### config.mk
export PLATFORM = sky130hd
export DESIGN_NAME = positional_array_list_unit
export DESIGN_NICKNAME = d
export VERILOG_FILES = /design/src/hdl/pal_pkg.sv /design/src/hdl/pal_front.sv /design/src/hdl/pal_queue.sv /design/src/hdl/pal_back.sv /design/src/hdl/positional_array_list_unit.sv
export SDC_FILE = /design/constraint.sdc
export NUM_CORES = 2
export LEC_CHECK = 0
export BUFFER_PORTS_ARGS = -buffer_cell sky130_fd_sc_hd__buf_2
export CAP_MARGIN = 20
export CORE_MARGIN = 2
export CORE_UTILIZATION = 45
export DETAILED_ROUTE_END_ITERATION = 8
export SYNTH_ARGS = -nofsm -noshare
export SYNTH_HDL_FRONTEND = slang
export SYNTH_SLANG_ARGS = --single-unit
### constraint.sdc
create_clock -name clk_i -period 8.9 [get_ports clk_i]
set_input_delay 1.335 -clock clk_i [delete_from_list [all_inputs] [get_ports clk_i]]
set_output_delay 1.335 -clock clk_i [all_outputs]
set_load 0.01 [all_outputs]
### src/hdl/pal_pkg.sv
// shared types and constants for the positional array list unit
// no dependencies; used by pal_front, pal_queue, pal_back and the top level
package pal_pkg;

  localparam int unsigned DEPTH   = 64;
  localparam int unsigned DATA_W  = 32;
  localparam int unsigned IDX_W   = $clog2(DEPTH);
  localparam int unsigned CNT_W   = $clog2(DEPTH + 1);
  localparam int unsigned QDEPTH  = 2;
  localparam int unsigned QPTR_W  = $clog2(QDEPTH);
  localparam int unsigned QCNT_W  = $clog2(QDEPTH + 1);

  localparam logic [CNT_W-1:0] DEPTH_C   = CNT_W'(DEPTH);
  localparam logic [CNT_W-1:0] CAP_RESET = CNT_W'(DEPTH);

  // action codes on the input transaction
  typedef enum logic [1:0] {
    ACT_INSERT = 2'd0,
    ACT_GET    = 2'd1,
    ACT_DELETE = 2'd2,
    ACT_CLEAR  = 2'd3
  } action_e;

  // result status codes
  typedef enum logic [1:0] {
    ST_OK    = 2'd0,
    ST_FULL  = 2'd1,
    ST_RANGE = 2'd2
  } status_e;

  // work for the back end after classification
  typedef enum logic [1:0] {
    OP_NONE   = 2'd0,
    OP_INSERT = 2'd1,
    OP_GET    = 2'd2,
    OP_DELETE = 2'd3
  } op_e;

  // back end sequencer states
  typedef enum logic [2:0] {
    B_IDLE     = 3'd0,
    B_RUN      = 3'd1,
    B_INS_WR   = 3'd2,
    B_GET_WAIT = 3'd3,
    B_DEL_CAP  = 3'd4,
    B_DEL_STEP = 3'd5,
    B_DEL_WR   = 3'd6
  } bstate_e;

  typedef struct packed {
    op_e               op;
    logic [IDX_W-1:0]  pos;
    logic [DATA_W-1:0] value;
    logic [CNT_W-1:0]  old_len;
    logic [CNT_W-1:0]  new_len;
    status_e           status;
  } cmd_t;

endpackage

### src/hdl/pal_front.sv
// front end: accepts transactions, tracks the list length and capacity,
// classifies each action into a command for the back end; uses pal_pkg
module pal_front (
  input  logic                         clk_i,
  input  logic                         rst_ni,
  input  logic                         start_i,
  input  logic [1:0]                   action_i,
  input  logic [pal_pkg::IDX_W-1:0]    position_i,
  input  logic [pal_pkg::DATA_W-1:0]   value_i,
  input  logic                         cfg_we_i,
  input  logic [pal_pkg::CNT_W-1:0]    cfg_data_i,
  input  logic                         q_full_i,
  output logic                         busy_o,
  output logic                         push_o,
  output pal_pkg::cmd_t                cmd_o
);

  logic [pal_pkg::CNT_W-1:0] count_q, count_d;
  logic [pal_pkg::CNT_W-1:0] cap_q, cap_d;
  logic [pal_pkg::CNT_W-1:0] eff_cap;
  pal_pkg::action_e          act;

  // length and capacity registers
  always_ff @(posedge clk_i or negedge rst_ni) begin
    if (!rst_ni) begin
      count_q <= '0;
      cap_q   <= pal_pkg::CAP_RESET;
    end else begin
      count_q <= count_d;
      cap_q   <= cap_d;
    end
  end

  // classify the incoming action
  always_comb begin
    act     = pal_pkg::action_e'(action_i);
    eff_cap = (cap_q > pal_pkg::DEPTH_C) ? pal_pkg::DEPTH_C : cap_q;

    cmd_o.op      = pal_pkg::OP_NONE;
    cmd_o.pos     = position_i;
    cmd_o.value   = value_i;
    cmd_o.old_len = count_q;
    cmd_o.new_len = count_q;
    cmd_o.status  = pal_pkg::ST_OK;

    case (act)
      pal_pkg::ACT_INSERT: begin
        if (count_q >= eff_cap) begin
          cmd_o.status = pal_pkg::ST_FULL;
        end else begin
          cmd_o.op      = pal_pkg::OP_INSERT;
          // past the end appends
          if ({1'b0, position_i} > count_q) begin
            cmd_o.pos = count_q[pal_pkg::IDX_W-1:0];
          end
          cmd_o.new_len = pal_pkg::CNT_W'(count_q + 1'b1);
        end
      end
      pal_pkg::ACT_GET: begin
        if ({1'b0, position_i} >= count_q) begin
          cmd_o.status = pal_pkg::ST_RANGE;
        end else begin
          cmd_o.op = pal_pkg::OP_GET;
        end
      end
      pal_pkg::ACT_DELETE: begin
        if ({1'b0, position_i} >= count_q) begin
          cmd_o.status = pal_pkg::ST_RANGE;
        end else begin
          cmd_o.op      = pal_pkg::OP_DELETE;
          cmd_o.new_len = pal_pkg::CNT_W'(count_q - 1'b1);
        end
      end
      pal_pkg::ACT_CLEAR: begin
        cmd_o.new_len = '0;
      end
      default: begin
        cmd_o.op = pal_pkg::OP_NONE;
      end
    endcase
  end

  // handshake and state update
  assign busy_o  = q_full_i;
  assign push_o  = start_i && !q_full_i;
  assign count_d = push_o ? cmd_o.new_len : count_q;
  assign cap_d   = cfg_we_i ? cfg_data_i : cap_q;

endmodule

### src/hdl/pal_queue.sv
// short command queue between front and back end
// depends on pal_pkg for the command type and depth
module pal_queue (
  input  logic          clk_i,
  input  logic          rst_ni,
  input  logic          push_i,
  input  pal_pkg::cmd_t cmd_i,
  input  logic          pop_i,
  output logic          full_o,
  output logic          valid_o,
  output pal_pkg::cmd_t cmd_o
);

  pal_pkg::cmd_t              slot_q [pal_pkg::QDEPTH];
  logic [pal_pkg::QPTR_W-1:0] wr_ptr_q, wr_ptr_d;
  logic [pal_pkg::QPTR_W-1:0] rd_ptr_q, rd_ptr_d;
  logic [pal_pkg::QCNT_W-1:0] cnt_q, cnt_d;

  // pointer and fill count
  always_ff @(posedge clk_i or negedge rst_ni) begin
    if (!rst_ni) begin
      wr_ptr_q <= '0;
      rd_ptr_q <= '0;
      cnt_q    <= '0;
    end else begin
      wr_ptr_q <= wr_ptr_d;
      rd_ptr_q <= rd_ptr_d;
      cnt_q    <= cnt_d;
    end
  end

  // storage slots
  always_ff @(posedge clk_i) begin
    if (push_i) begin
      slot_q[wr_ptr_q] <= cmd_i;
    end
  end

  // next pointers
  always_comb begin
    wr_ptr_d = push_i ? pal_pkg::QPTR_W'(wr_ptr_q + 1'b1) : wr_ptr_q;
    rd_ptr_d = pop_i ? pal_pkg::QPTR_W'(rd_ptr_q + 1'b1) : rd_ptr_q;
    cnt_d    = cnt_q;
    if (push_i && !pop_i) begin
      cnt_d = pal_pkg::QCNT_W'(cnt_q + 1'b1);
    end else if (pop_i && !push_i) begin
      cnt_d = pal_pkg::QCNT_W'(cnt_q - 1'b1);
    end
  end

  assign full_o  = (cnt_q == pal_pkg::QCNT_W'(pal_pkg::QDEPTH));
  assign valid_o = (cnt_q != '0);
  assign cmd_o   = slot_q[rd_ptr_q];

endmodule

### src/hdl/pal_back.sv
// back end: holds the entry memory and runs each command, shifting
// entries one word at a time; emits the result transaction; uses pal_pkg
module pal_back (
  input  logic                         clk_i,
  input  logic                         rst_ni,
  input  logic                         q_valid_i,
  input  pal_pkg::cmd_t                q_cmd_i,
  output logic                         q_pop_o,
  output logic                         done_o,
  output logic [1:0]                   status_o,
  output logic [pal_pkg::DATA_W-1:0]   data_o,
  output logic [pal_pkg::CNT_W-1:0]    length_o
);

  pal_pkg::bstate_e           state_q, state_d;
  pal_pkg::cmd_t              cmd_q, cmd_d;
  logic [pal_pkg::IDX_W-1:0]  idx_q, idx_d;
  logic [pal_pkg::DATA_W-1:0] held_q, held_d;

  // result register
  logic                       res_vld_q, res_vld_d;
  pal_pkg::status_e           res_st_q, res_st_d;
  logic [pal_pkg::DATA_W-1:0] res_data_q, res_data_d;
  logic [pal_pkg::CNT_W-1:0]  res_len_q, res_len_d;

  // entry memory, one write and one registered read port
  logic [pal_pkg::DATA_W-1:0] mem_q [pal_pkg::DEPTH];
  logic [pal_pkg::DATA_W-1:0] rd_data_q;
  logic                       mem_we;
  logic [pal_pkg::IDX_W-1:0]  mem_waddr;
  logic [pal_pkg::DATA_W-1:0] mem_wdata;
  logic [pal_pkg::IDX_W-1:0]  mem_raddr;

  always_ff @(posedge clk_i) begin
    if (mem_we) begin
      mem_q[mem_waddr] <= mem_wdata;
    end
    rd_data_q <= mem_q[mem_raddr];
  end

  // control state
  always_ff @(posedge clk_i or negedge rst_ni) begin
    if (!rst_ni) begin
      state_q   <= pal_pkg::B_IDLE;
      res_vld_q <= 1'b0;
    end else begin
      state_q   <= state_d;
      res_vld_q <= res_vld_d;
    end
  end

  // payload registers
  always_ff @(posedge clk_i) begin
    cmd_q      <= cmd_d;
    idx_q      <= idx_d;
    held_q     <= held_d;
    res_st_q   <= res_st_d;
    res_data_q <= res_data_d;
    res_len_q  <= res_len_d;
  end

  // sequencer
  always_comb begin
    state_d    = state_q;
    cmd_d      = cmd_q;
    idx_d      = idx_q;
    held_d     = held_q;
    q_pop_o    = 1'b0;
    mem_we     = 1'b0;
    mem_waddr  = idx_q;
    mem_wdata  = rd_data_q;
    mem_raddr  = idx_q;
    res_vld_d  = 1'b0;
    res_st_d   = cmd_q.status;
    res_data_d = '0;
    res_len_d  = cmd_q.new_len;

    case (state_q)
      pal_pkg::B_IDLE: begin
        if (q_valid_i) begin
          q_pop_o = 1'b1;
          cmd_d   = q_cmd_i;
          // insert walks down from the old end, delete walks up from pos
          if (q_cmd_i.op == pal_pkg::OP_INSERT) begin
            idx_d = q_cmd_i.old_len[pal_pkg::IDX_W-1:0];
          end else begin
            idx_d = q_cmd_i.pos;
          end
          state_d = pal_pkg::B_RUN;
        end
      end
      pal_pkg::B_RUN: begin
        case (cmd_q.op)
          pal_pkg::OP_INSERT: begin
            if (idx_q != cmd_q.pos) begin
              mem_raddr = pal_pkg::IDX_W'(idx_q - 1'b1);
              state_d   = pal_pkg::B_INS_WR;
            end else begin
              mem_we    = 1'b1;
              mem_waddr = cmd_q.pos;
              mem_wdata = cmd_q.value;
              res_vld_d = 1'b1;
              state_d   = pal_pkg::B_IDLE;
            end
          end
          pal_pkg::OP_GET: begin
            mem_raddr = cmd_q.pos;
            state_d   = pal_pkg::B_GET_WAIT;
          end
          pal_pkg::OP_DELETE: begin
            mem_raddr = cmd_q.pos;
            state_d   = pal_pkg::B_DEL_CAP;
          end
          default: begin
            // refused action or clear: nothing to touch
            res_vld_d = 1'b1;
            state_d   = pal_pkg::B_IDLE;
          end
        endcase
      end
      pal_pkg::B_INS_WR: begin
        // move one word up
        mem_we    = 1'b1;
        mem_waddr = idx_q;
        mem_wdata = rd_data_q;
        idx_d     = pal_pkg::IDX_W'(idx_q - 1'b1);
        state_d   = pal_pkg::B_RUN;
      end
      pal_pkg::B_GET_WAIT: begin
        res_vld_d  = 1'b1;
        res_data_d = rd_data_q;
        state_d    = pal_pkg::B_IDLE;
      end
      pal_pkg::B_DEL_CAP: begin
        held_d  = rd_data_q;
        state_d = pal_pkg::B_DEL_STEP;
      end
      pal_pkg::B_DEL_STEP: begin
        if (pal_pkg::CNT_W'({1'b0, idx_q} + 1'b1) < cmd_q.old_len) begin
          mem_raddr = pal_pkg::IDX_W'(idx_q + 1'b1);
          state_d   = pal_pkg::B_DEL_WR;
        end else begin
          res_vld_d  = 1'b1;
          res_data_d = held_q;
          state_d    = pal_pkg::B_IDLE;
        end
      end
      pal_pkg::B_DEL_WR: begin
        // move one word down
        mem_we    = 1'b1;
        mem_waddr = idx_q;
        mem_wdata = rd_data_q;
        idx_d     = pal_pkg::IDX_W'(idx_q + 1'b1);
        state_d   = pal_pkg::B_DEL_STEP;
      end
      default: begin
        state_d = pal_pkg::B_IDLE;
      end
    endcase
  end

  assign done_o   = res_vld_q;
  assign status_o = res_st_q;
  assign data_o   = res_data_q;
  assign length_o = res_len_q;

endmodule

### src/hdl/positional_array_list_unit.sv
// positional array list unit: top level joining front end, command queue
// and back end; depends on pal_pkg, pal_front, pal_queue and pal_back
//
// An action is taken when start_i is high and busy_o low; busy_o rises only
// while the two-entry command queue is full. Each action returns one result
// marked by done_o for a single cycle, in order; the result cannot be held
// off. The front end settles status and length at once; the back end owns
// the entry memory (one write port, one registered read port) and moves
// one word at a time, read then write. Insert shifts the entries from
// position to the old end up one place; delete shifts those above position
// down one and returns the removed word. No clearing pass follows reset.
module positional_array_list_unit (
  input  logic                         clk_i,
  input  logic                         rst_ni,
  input  logic                         start_i,
  output logic                         busy_o,
  input  logic [1:0]                   action_i,
  input  logic [pal_pkg::IDX_W-1:0]    position_i,
  input  logic [pal_pkg::DATA_W-1:0]   value_i,
  input  logic                         cfg_we_i,
  input  logic [pal_pkg::CNT_W-1:0]    cfg_data_i,
  output logic                         done_o,
  output logic [1:0]                   status_o,
  output logic [pal_pkg::DATA_W-1:0]   data_o,
  output logic [pal_pkg::CNT_W-1:0]    length_o
);

  logic          push;
  logic          q_full;
  logic          q_valid;
  logic          q_pop;
  pal_pkg::cmd_t front_cmd;
  pal_pkg::cmd_t q_cmd;

  // classify and count
  pal_front u_front (
    .clk_i      (clk_i),
    .rst_ni     (rst_ni),
    .start_i    (start_i),
    .action_i   (action_i),
    .position_i (position_i),
    .value_i    (value_i),
    .cfg_we_i   (cfg_we_i),
    .cfg_data_i (cfg_data_i),
    .q_full_i   (q_full),
    .busy_o     (busy_o),
    .push_o     (push),
    .cmd_o      (front_cmd)
  );

  // decoupling queue
  pal_queue u_queue (
    .clk_i   (clk_i),
    .rst_ni  (rst_ni),
    .push_i  (push),
    .cmd_i   (front_cmd),
    .pop_i   (q_pop),
    .full_o  (q_full),
    .valid_o (q_valid),
    .cmd_o   (q_cmd)
  );

  // memory work and result transaction
  pal_back u_back (
    .clk_i     (clk_i),
    .rst_ni    (rst_ni),
    .q_valid_i (q_valid),
    .q_cmd_i   (q_cmd),
    .q_pop_o   (q_pop),
    .done_o    (done_o),
    .status_o  (status_o),
    .data_o    (data_o),
    .length_o  (length_o)
  );

endmodule
==> run_results.csv <==
group,metric,value,unit
outcome,status,"completed",
synthesis,netlist.area_leader.share,74.1,%
global_routing,grt_usage,25.5,%
die,die-height,455,um
clock_network,cts_max_level,4,
worst_setup_path,crit_buf_inv,2,
worst_setup_path,startpoint_type,"register",
worst_setup_path,slowest_stage,"and2_2",
placed_design,place.port_buffers,93,
placed_design,place_area,95500,sq um
detailed_routing,routedWlPerCell,28.2,um
die,pin_count,94,
synthesis,yosys-top-cells-area,"edfxtp_1, nand2_1, nand3_1",
synthesis,async_reset_ff_share,0.937,%
clock_network,cts_resized,0,
layout,synthToLayoutAreaGrowth,12.6,%
layout,n_fill_cell,16800,
detailed_routing,totalWireLength,268000,um
detailed_routing,vias,57100,
sta,fin_skew,0.0473,ns
layout,layout.area.seq,69700,sq um
synthesis,yosysWarnings,0,
synthesis,synth_largest_area_cell,"edfxtp_1",
clock_network,cts-root-buf,"clkbuf_16",
die,dieWidth,455,um
sta,fin_tns_setup,0,ns
synthesis,syn_avg_cell_area,13.9,sq um
global_routing,grt_antenna_before_repair,10,
sta,fmax,169,MHz
sta,fin_crit,5.92,ns
layout,final_cell_area,103000,sq um
worst_setup_path,worstPathArrival,6.65,ns
min_path,hold_class,"reg -> reg",
pwr,peakVddDrop,0.618,mV
layout,layout.nets,6724,
die,core_area,202000,sq um
worst_setup_path,critical_path_class,"reg -> reg",
worst_setup_path,reg2reg_from,"u_back.idx_q[2]",
sta,hold_violations,0,
global_routing,grt_start_max_net_pins,159,
clock_network,cts_tree,"yes",
sta,finalMaxSlewViolations,0,
global_routing,grt_remaining_overflow,0,
detailed_routing,drt_iter0_markers,7273,
synthesis,synth_edf_count,2254,
pwr,power_density,415,nW/um^2
synthesis,synth_cell_types,68,
synthesis,netlist_area,91400,sq um
worst_setup_path,reg2reg_depth,15,
die,die_area,207000,sq um
die,rows,165,
worst_setup_path,slowest_delay,0.98,ns
synthesis,synthCells,6587,
sta,slew_headroom,23.8,%
layout,layout-drive-gt1-share,11.6,%
clock_network,cts_sinks,2349,
clock_network,clk_latency,0.88,ns
min_path,hold_depth,0,
detailed_routing,drc_errors,0,
worst_setup_path,critPathCaptureType,"register",
detailed_routing,drtAntennaViolNets,0,
worst_setup_path,crit_chain,"and3_1 > nand3_1 > xor2_1 > inv_1 > ha_1 > nand4_1 > o211ai_1 > a21oi_1 > a311oi_2 > a21o_4 > and2_2 > buf_4 > a32oi_1 > a31oi_1 > a211oi_2",
layout,utilization,50.9,%
clock_network,path_clk_slew,0.06,ns
layout,multi_input_area,20400,sq um
clock_network,holdBufCountCts,0,
synthesis,synthesis.nets,6667,
placed_design,dpl.hpwl,133000,um
sta,fin_crit_sh,66.5,%
sta,grt_setup_unrepaired,"false",
clock_network,cts_buffer_depth,3,
global_routing,grt_pass1_wl,383000,um
pwr,power.leakage,34.2,nW
sta,final-setup-viol-count,0,
worst_setup_path,ff2ff_setup_slack,2.98,ns
min_path,hold_end,"u_back.length_o[3]",
sta,tightest_slew,1.14,ns
worst_setup_path,cp_data_required_time,9.63,ns
clock_network,cts_buffers,232,
detailed_routing,avgViaCountPerCell,6.00,
worst_setup_path,r2r-end,"u_back.rd_data_q[20]",
worst_setup_path,path_max_fanout,36,
min_path,hold_path.startpoint,"u_back.res_len_d[3]",
run,maxCapViolCount,0,
worst_setup_path,cpLargestDelayFamily,"compound AO/OA/AOI/OAI gates",
synthesis,yosysSeqAreaShare,76.3,%
die,initial_core_util,45.2,%
clock_network,post_cts_buffers,0,
placed_design,gp_congestion,0.837,
synthesis,ys_seq_elements,2349,
detailed_routing,first_pass_iters,6,
synthesis,synth_flop_cell,"edfxtp_1",
global_routing,grt_pass1_vias,54000,
## layout make-up
class                      count  area share (%)
timing repair buffer         252            1.89
clock buffer                 330            6.31
multi-input combinational   3776            19.8
inverter                      33           0.120
tap                         2672            3.25
sequential                  2349            67.7
antenna                        1         0.00243
clock inverter               102           0.872
## stage by stage
| step | hold WS (ns) | std cells | power (mW) | worst slack, ns |
|---|---|---|---|---|
| floorplan | 0.323 | 6587 | 26.2 | 4.58 |
| global placement | 0.325 | 9080 | 33.0 | 3.07 |
| detailed placement | 0.327 | 9081 | 33.2 | 3.03 |
| CTS | 0.328 | 9513 | 42.6 | 3.04 |
| global route | 0.341 | 9515 | 44.5 | 2.66 |
| finish | 0.326 | 9515 | 42.6 | 2.98 |
## layer usage
| metal | vias to the layer above | wire, um | GRT usage, % |
|---|---|---|---|
| li1 | 24700 | - | - |
| met1 | 29100 | 107000 | 35.0 |
| met2 | 2774 | 128000 | 41.7 |
| met3 | 445 | 23400 | 4.05 |
| met4 | 4 | 9120 | 8.65 |
| met5 | - | 32 | 0 |
## registers in the layout (all words and copies together) (netlist names), 32 cells and up
register and cells:
u_back.held_q 32, u_back.data_o 32, u_back.mem_q 2048, u_queue.slot_q 112, u_back.rd_data_q 32, u_back.cmd_q 47
## layout by cell type, fill, tap and decap left out, drive strengths merged, types with 6 or more instances in the layout
cell type	count
a211oi	32
a21o	11
a21oi	25
a22o	33
a31oi	321
a32o	33
a32oi	62
and3	32
buf	252
bufinv	11
clkbuf	330
clkinv	80
dfrtp	21
dfxtp	73
edfxtp	2254
ha	29
inv	41
mux2	97
mux2i	104
nand2	1907
nand2b	8
nand3	495
nand4	356
nor2	103
nor2b	6
nor3	6
o21ai	21
o31ai	6
xnor2	11
xor2	12
## cells by family (layout without fill, tap and decap cells)
| kind of cell | after synthesis | after routing | synth area share (%) |
|---|---|---|---|
| buffers and inverters | 462 | 717 | 2.14 |
| flip-flops | 2349 | 2349 | 76.3 |
| XOR/XNOR | 23 | 23 | 0.220 |
| adder cells (fa/ha/maj) | 29 | 29 | 0.397 |
| multiplexers | 201 | 201 | 2.33 |
| AO/OA/AOI/OAI | 583 | 583 | 4.67 |
| AND/OR/NAND/NOR | 2940 | 2940 | 14.0 |
| other | 0 | 1 | 0 |
## power breakdown
part	switching, mW	total (mW)	internal (mW)
clock network	4.13	9.51	5.38
logic	13.6	18.3	4.75
registers	0.497	14.8	14.3
## cell usage after synthesis, types with 3 or more instances
master / n
edfxtp_1: 2254
mux2_2: 97
a21o_1: 10
a22o_1: 33
o221ai_1: 4
ha_1: 29
a31oi_1: 321
o21a_1: 5
xor2_1: 12
clkbuf_1: 244
buf_4: 12
and3_1: 32
nand3b_1: 4
dfxtp_1: 73
nor3_1: 6
nand2b_1: 8
and3b_1: 3
buf_1: 33
inv_1: 32
nand4_1: 356
o31ai_1: 6
o21ai_0: 19
buf_2: 140
nand2_1: 1907
or3_1: 4
nor2_1: 103
a32oi_1: 62
mux2i_1: 104
a32o_1: 33
a21oi_1: 25
dfrtp_1: 21
nand3_1: 495
xnor2_1: 11
o2111ai_1: 3
o211ai_1: 5
and2_1: 5
a211oi_2: 30
nor2b_1: 6
## worst max-delay path by stage
| stage | start | to | slack [ns] | depth (start not counted) |
|---|---|---|---|---|
| finish | u_back.idx_q[2] | u_back.rd_data_q[20] | 2.98 | 15 |
| global route | u_back.idx_q[2] | u_back.rd_data_q[18] | 2.66 | 15 |
| CTS | u_back.idx_q[2] | u_back.rd_data_q[20] | 3.04 | 15 |
| floorplan | start_i | u_queue.slot_q[0][0] | 4.58 | 2 |
| global placement | u_back.idx_q[2] | u_back.rd_data_q[20] | 3.07 | 15 |
| detailed placement | u_back.idx_q[2] | u_back.rd_data_q[20] | 3.03 | 15 |
(Power assumes the default switching activity.)
